## config.mk

```make
export PLATFORM = sky130hd
export DESIGN_NAME = byte_recurrence_checksum
export DESIGN_NICKNAME = d
export VERILOG_FILES = /design/src/rtl/core/brc_pkg.sv /design/src/rtl/core/brc_step.sv /design/src/rtl/core/byte_recurrence_checksum.sv
export SDC_FILE = /design/constraint.sdc
export NUM_CORES = 1
export LEC_CHECK = 0
export ABC_AREA = 1
export BUFFER_PORTS_ARGS = -buffer_cell sky130_fd_sc_hd__buf_4
export CORE_MARGIN = 4
export CORE_UTILIZATION = 42
export DETAILED_ROUTE_END_ITERATION = 8
export MAX_ROUTING_LAYER = met4
export PLACE_DENSITY = 0.6
export SETUP_SLACK_MARGIN = 0.5
export SLEW_MARGIN = 20
export SYNTH_ARGS = -nofsm -noshare
export SYNTH_HDL_FRONTEND = slang
export SYNTH_SLANG_ARGS = --single-unit
```

## constraint.sdc

```tcl
create_clock -name clk -period 19 [get_ports clk]
set_clock_uncertainty 0.05 [all_clocks]
set_input_delay 2.85 -clock clk [delete_from_list [all_inputs] [get_ports clk]]
set_output_delay 2.85 -clock clk [all_outputs]
set_load 0.01 [all_outputs]
```

## src/rtl/core/brc_pkg.sv

```systemverilog
// Package for the byte recurrence checksum: widths, constants and state type.
// No dependencies; used by brc_step and byte_recurrence_checksum.
package brc_pkg;

  localparam int unsigned DataW = 8;
  localparam int unsigned TermW = 16;
  localparam int unsigned ProdW = 26;   // holds x - y plus the wrap correction

  localparam logic [TermW-1:0] TermMod     = 16'hFFFF;   // 65535
  localparam logic [TermW-1:0] FirstOffset = 16'd7;
  localparam logic [DataW-1:0] AlphaMul    = 8'd17;
  localparam logic [DataW-1:0] BetaMul     = 8'd31;
  // 257 * 65535 exceeds any negative difference; +1 is the 2^64 wrap residue
  localparam logic [ProdW-1:0] WrapAdj     = ProdW'(257 * 65535 + 1);

  typedef struct packed {
    logic [DataW-1:0] idx;
    logic             started;
    logic [TermW-1:0] older;
    logic [TermW-1:0] newer;
  } brc_state_t;

  localparam brc_state_t StateInit = '{idx: '0, started: 1'b0,
                                       older: 16'd1, newer: 16'd1};

endpackage

```

## src/rtl/core/brc_step.sv

```systemverilog
// One step of the recurrence: next state from the current state and a byte.
// Depends on brc_pkg.
module brc_step import brc_pkg::*; (
  input  brc_state_t       cur,
  input  logic [DataW-1:0] data_byte,
  output brc_state_t       nxt
);

  logic [DataW-1:0] alpha;
  logic [DataW-1:0] beta;
  logic [DataW:0]   coef;
  logic [24:0]      x;
  logic [23:0]      y;
  logic [ProdW-1:0] diff;
  logic [ProdW-1:0] v;
  logic [16:0]      f1;
  logic [TermW:0]   f2;
  logic [TermW-1:0] term;

  // index weights, taken modulo 256 by truncation
  assign alpha = DataW'(cur.idx * AlphaMul);
  assign beta  = DataW'(cur.idx * BetaMul);
  assign coef  = {1'b0, data_byte} + {1'b0, alpha};

  // the two products
  assign x = 25'(coef) * 25'(cur.newer);
  assign y = 24'(beta) * 24'(cur.older);

  // difference, lifted to a positive value with the same residue when y > x
  assign diff = {1'b0, x} - {2'b0, y};
  assign v    = ({1'b0, y} > x) ? diff + WrapAdj : diff;

  // fold modulo 65535 (2^16 = 1)
  assign f1   = {1'b0, v[15:0]} + {7'b0, v[25:16]};
  assign f2   = {1'b0, f1[15:0]} + {16'b0, f1[16]};
  assign term = (f2 >= {1'b0, TermMod}) ? TermW'(f2 - {1'b0, TermMod}) : f2[TermW-1:0];

  // state update
  always_comb begin
    nxt         = cur;
    nxt.started = 1'b1;
    nxt.idx     = cur.idx + 1'b1;
    if (!cur.started) begin
      nxt.idx   = 8'd1;
      nxt.older = 16'd1;
      nxt.newer = {8'b0, data_byte} + FirstOffset;
    end else begin
      nxt.older = cur.newer;
      nxt.newer = term;
    end
  end

endmodule

```

## src/rtl/core/byte_recurrence_checksum.sv

```systemverilog
// Top level of the byte recurrence checksum: stream in bytes, stream out sums.
// Depends on brc_pkg and brc_step.
//
// Usage:
//   Slave channel carries one message byte per transfer on s_tdata, with
//   s_tlast high on the message's final byte. Master channel carries one
//   checksum per message, the final recurrence term, on m_tdata.
//   A byte is captured in an input register, then the recurrence step (two
//   small multiplies and a fold modulo 65535) runs combinationally into the
//   state and, on a last byte, into the output register.
//   Throughput: one byte per cycle while not stalled, set by the
//   combinational state update; the input register keeps taking bytes
//   other than a last byte while a checksum waits.
//   Stall: a last byte stays in the input register while the output register
//   holds a checksum not yet taken; s_tready then drops until m_tready.
//   Reset (rst, synchronous): input and output registers empty, recurrence
//   state back to its start (index 0, no first byte seen).
//   After each checksum the state returns to its start for the next message.
module byte_recurrence_checksum import brc_pkg::*; (
  input  logic             clk,
  input  logic             rst,
  input  logic             s_tvalid,
  output logic             s_tready,
  input  logic [DataW-1:0] s_tdata,   // [7:0] data_byte
  input  logic             s_tlast,   // last_byte
  output logic             m_tvalid,
  input  logic             m_tready,
  output logic [TermW-1:0] m_tdata    // [15:0] checksum
);

  logic             in_valid;
  logic [DataW-1:0] in_byte;
  logic             in_last;
  brc_state_t       state;
  brc_state_t       state_next;
  logic             out_free;
  logic             fire;

  // output slot can take a result this cycle
  assign out_free = !m_tvalid || m_tready;
  assign fire     = in_valid && (!in_last || out_free);
  assign s_tready = !in_valid || fire;

  brc_step u_step (
    .cur       (state),
    .data_byte (in_byte),
    .nxt       (state_next)
  );

  // input register
  always_ff @(posedge clk) begin
    if (rst) begin
      in_valid <= 1'b0;
    end else if (s_tready) begin
      in_valid <= s_tvalid;
    end
    if (s_tready && s_tvalid) begin
      in_byte <= s_tdata;
      in_last <= s_tlast;
    end
  end

  // recurrence state, cleared after a message's last byte
  always_ff @(posedge clk) begin
    if (rst) begin
      state <= StateInit;
    end else if (fire) begin
      state <= in_last ? StateInit : state_next;
    end
  end

  // output register
  always_ff @(posedge clk) begin
    if (rst) begin
      m_tvalid <= 1'b0;
    end else if (fire && in_last) begin
      m_tvalid <= 1'b1;
    end else if (m_tready) begin
      m_tvalid <= 1'b0;
    end
    if (fire && in_last) begin
      m_tdata <= state_next.newer;
    end
  end

  // checks
  a_sum_range: assert property (@(posedge clk) disable iff (rst)
    m_tvalid |-> m_tdata != TermMod)
    else $error("checksum outside residue range");

  a_clear_after_last: assert property (@(posedge clk) disable iff (rst)
    (fire && in_last) |=> !state.started && state.idx == '0)
    else $error("state not cleared after last byte");

  a_index_step: assert property (@(posedge clk) disable iff (rst)
    (fire && !in_last && state.started) |=> state.idx == $past(state.idx) + 8'd1)
    else $error("byte index did not advance");

  a_stall_cause: assert property (@(posedge clk) disable iff (rst)
    !s_tready |-> in_valid && in_last && m_tvalid && !m_tready)
    else $error("input stalled without a waiting checksum");

endmodule

```

# Yosys cells after proc, flatten, opt, wreduce, memory -nomap -nowiden
# Cells that the tools add are included.
[op_classes] add_sub_neg=8 n_mul=4 n_lt_le_gt_ge=2 n_mux=7 reduce_logical=10
[op_table] op="$mux W41" n=1
[op_table] op="$mux W32" n=1
[op_table] op="$add A26 B25 Y26 const B" n=1
[op_table] op="$mux W26" n=1
[op_table] op="$sub A25 B24 Y26" n=1
[op_table] op="$gt A24 B25 Y1" n=1
[op_table] op="$mul A9 B16 Y25" n=1
[op_table] op="$mul A8 B16 Y24" n=1
[op_table] op="$add A16 B1 Y17" n=1
[op_table] op="$add A16 B10 Y17" n=1
[op_table] op="$ge A17 B16 Y1 const B" n=1
[op_table] op="$mul A8 B5 Y8 const B" n=2
[op_table] op="$mux W16" n=1
[op_table] op="$sub A16 B16 Y16 const B" n=1
[op_table] op="$add A8 B3 Y9 const B" n=1
[op_table] op="$add A8 B8 Y9" n=1
[op_table] op="$add A8 B1 Y8 const B" n=1
[op_table] op="$mux W8" n=1
[op_table] op="$logic_and A1 B1 Y1" n=3
[op_table] op="$logic_not A1 Y1" n=3
[op_table] op="$logic_or A1 B1 Y1" n=3
[op_table] op="$mux W1" n=2
[op_table] op="$reduce_bool A2 Y1" n=1
[totals] register_bits=68 output_inout_bits=18 word_cells=40

# Depth between registers and ports, before layout
[depth] word_depth=12 depth_mapped=93

# Modules after synthesis
# A second synthesis with hierarchy kept.
[unflattened] hier_cells=2101 hier_area_um2=14965.6
[by_module_without_submodules] module="brc_step" instances=1 cells_per_inst=1881 area_per_inst_um2=12690.9 seq_area_each_um2=0.0
[by_module_without_submodules] module="byte_recurrence_checksum" instances=1 cells_per_inst=220 area_per_inst_um2=2274.7 seq_area_each_um2=1611.5

# Worst setup path before layout
# Ideal clock, no wire load.
[synth_path] path_kind="register -> register" from="reg state[34] in the netlist's numbering" to="reg m_tdata[1] (data pin)" arrival_time_ps=13060 t_required_ps=18701 slack_ps=5641 stages_incl_launch_ff=84 path_cell_list="dfxtp_1 inv_1 fa_1 inv_1 fa_1 inv_1 fa_1 inv_1 ha_1 inv_1 or2_2 nand2_1 a21oi_1 or2_2 nand2_1 clkbuf_1 nor2_1 fa_1 (+48 left out) nor2_2 nand3_1 nor2_2 nand3_1 inv_1 nand2_1 nor2_1 nand2_1 nand2_1 nand2_1 nor2_1 nand3_2 nand2_4 inv_2 nand2_1 nand3_1 nand2_1 inv_1"
[synth_rtl] element="from (decl)" line_no="byte_recurrence_checksum.sv:34" text="brc_state_t state;"
[synth_rtl] element="from (signal assigned)" line_no="byte_recurrence_checksum.sv:66" text="state <= StateInit;"
[synth_rtl] element="from (signal assigned)" line_no="byte_recurrence_checksum.sv:68" text="state <= in_last ? StateInit : state_next;"
[synth_rtl] element="to (signal assigned)" line_no="byte_recurrence_checksum.sv:82" text="m_tdata <= state_next.newer;"
[synth_rtl] element="to (decl)" line_no="byte_recurrence_checksum.sv:28" text="output logic [TermW-1:0] m_tdata"

==> impl_metrics.json <==
{
  "status": "completed",
  "die_w_um": 195,
  "timing.setup.tns_ps": 0,
  "insertion_delay_ps": 330,
  "slew_headroom_pct": 33.2,
  "start_kind": "flop",
  "drc": 0,
  "synth_top_family_by_area": "adder cells",
  "portBuffers": 30,
  "clk_pin_slew_ps": 50,
  "die_area_um2": 38100,
  "setup-violations-final": 0,
  "cts_max_path_buffers": 2,
  "crit_type": "flop to flop",
  "num_rows": 68,
  "synth_top_area_share_pct": 26.8,
  "hold_viol_final": 0,
  "layout_commonest_cell": "nand2_1",
  "yosys_warnings": 0,
  "drive_above_1_share_pct": 6.07,
  "synthArstFlopShare_pct": 0,
  "num_io_pins": 31,
  "cp.required_ps": 19210,
  "synthDistinctLibCells": 48,
  "synth_compound_area_share_pct": 6.04,
  "synth_xor_area_share_pct": 5.46,
  "fin_crit_sh_pct": 79.4,
  "maxSlewViolCount": 0,
  "end_kind": "flop",
  "synth_area_um2": 14700,
  "dp.final_hpwl_um": 33100,
  "maxCapViolCount": 0,
  "cp_top_family": "adder cells",
  "synth_mux_area_share_pct": 0,
  "rsz0062_at_grt": "false",
  "grt_pass1_wl_um": 65300,
  "synth-seq-area-share_pct": 10.9,
  "overflow": 0,
  "grt_max_degree": 41,
  "fmax_mhz": 66.3,
  "cp_common_cell": "nand2_1",
  "period_minus_slack_ps": 15090,
  "first_global_vias": 12600,
  "ys_ff_latch": 68,
  "critPathMaxFanout": 27,
  "syn_nets": 2393,
  "synthCells": 2032,
  "nets": 2384,
  "viasPerCell": 5.04,
  "synthTopCellsByArea": "fa_1 (27%), nand2_1 (13%), ha_1 (13%)",
  "drt-total-wl_um": 39500,
  "die_h_um": 195,
  "cts-htree-levels": 3,
  "synthFlopType": "dfxtp_1",
  "cpMaxStageDelayCell": "ha_1",
  "cp.arrival_ps": 15300,
  "antenna_found_initial": 0,
  "area_delta_synth_final_pct": 6.17,
  "cpPeakStageDelay_ps": 780,
  "final_cell_mix": "nand2_1 (520), inv_1 (428), fa_1 (197)",
  "ant_nets": 0,
  "dr.pass1.iters": 5,
  "antenna_cells": 0,
  "core_um2": 34500,
  "hold_buffers": 0,
  "cts_root_buffer": "clkbuf_16",
  "route.vias.total": 12500,
  "cts-resized-gates": 0,
  "cts_tree": "built",
  "hold_ws_ps": 484,
  "cts_sinks": 68,
  "synth_top_area_cell": "fa_1",
  "hold_path_class": "flop to flop",
  "synth-simple-area-share_pct": 25.3,
  "avgRoutedWirePerCell_um": 15.9,
  "tightest_slew_ps": 1000,
  "cts_setup_buffers": 0,
  "track_usage_pct": 21.7,
  "cts_buffers": 9,
  "synthAdderAreaFrac_pct": 39.6,
  "gp_congestion": 0.920,
  "synth_edf_count": 25,
  "syn_area_per_cell_um2": 7.24,
  "initial_core_util_pct": 42.6,
  "drtIter0Drc": 774,
  "path_buf_inv": 11
}
synthesized netlist by cell type (9+ instances only):
library cell	instances
xor2_1	44
or2_2	9
nand2_2	11
xnor2_1	44
nand3_2	9
nor2_2	13
nand2_1	520
inv_2	11
clkbuf_1	43
ha_1	151
a21oi_1	105
fa_1	197
inv_1	428
nor2_1	178
edfxtp_1	25
dfxtp_1	43
nand4_1	16
o21ai_0	17
nand3_1	89
routing by layer:
metal	global-route usage, %	vias up	wire length, µm
li1	-	6124	-
met1	29.8	6098	18500
met2	35.7	257	18800
met3	2.40	31	1730
met4	3.15	0	512
met5	-	-	0
through the flow:
stage          cell area (µm²)  worst slack [ps]  utilization [%]  instances
2_1_floorplan            14700              5640                -       2032
4_1_cts                  15600              3950             45.2       2483
3_5_place_dp             15300              3990             44.4       2467
6_report                 15600              3910             45.2       2483
5_1_grt                  15600              2290             45.2       2483
3_3_place_gp             15300              4340             44.4       2467
path summary, 6_finish.rpt:
check	start	end	slack, ps	depth (start not counted)
worst max register to register	state[33]	state[7]	3910	83
worst min-delay path	state[39]	state[39]	480	2
worst min register to register	state[39]	state[39]	480	2
worst max-delay path	state[33]	state[7]	3910	83
tightest hold or removal path, stage by stage, from the launching register on:
cell,delay [ps]
dfxtp_1,340
nand2_1,80
a21oi_1,60
flip-flops by register name (all words and copies together) (netlist names):
signal,count
state,41
m_tdata,16
in_byte,8
in_last,1
in_valid,1
m_tvalid,1
layout make-up:
cell class | instances | area (µm²)
Fill cell | 3580 | 18900
Multi-Input combinational cell | 1471 | 11200
Inverter | 439 | 1650
Sequential cell | 68 | 1610
Tap cell | 455 | 569
Clock buffer | 13 | 282
Timing Repair Buffer | 34 | 255
Clock inverter | 3 | 17.5
cells by family after synthesis:
logic type      after synthesis
simple gates                874
buf+inv                     493
fa+ha+maj                   348
compound gates              159
xor+xnor                     90
flops                        68
Power is left out: the tool's default activity adds up to more than one toggle a clock period on the data nets, which glitch-free logic cannot reach.
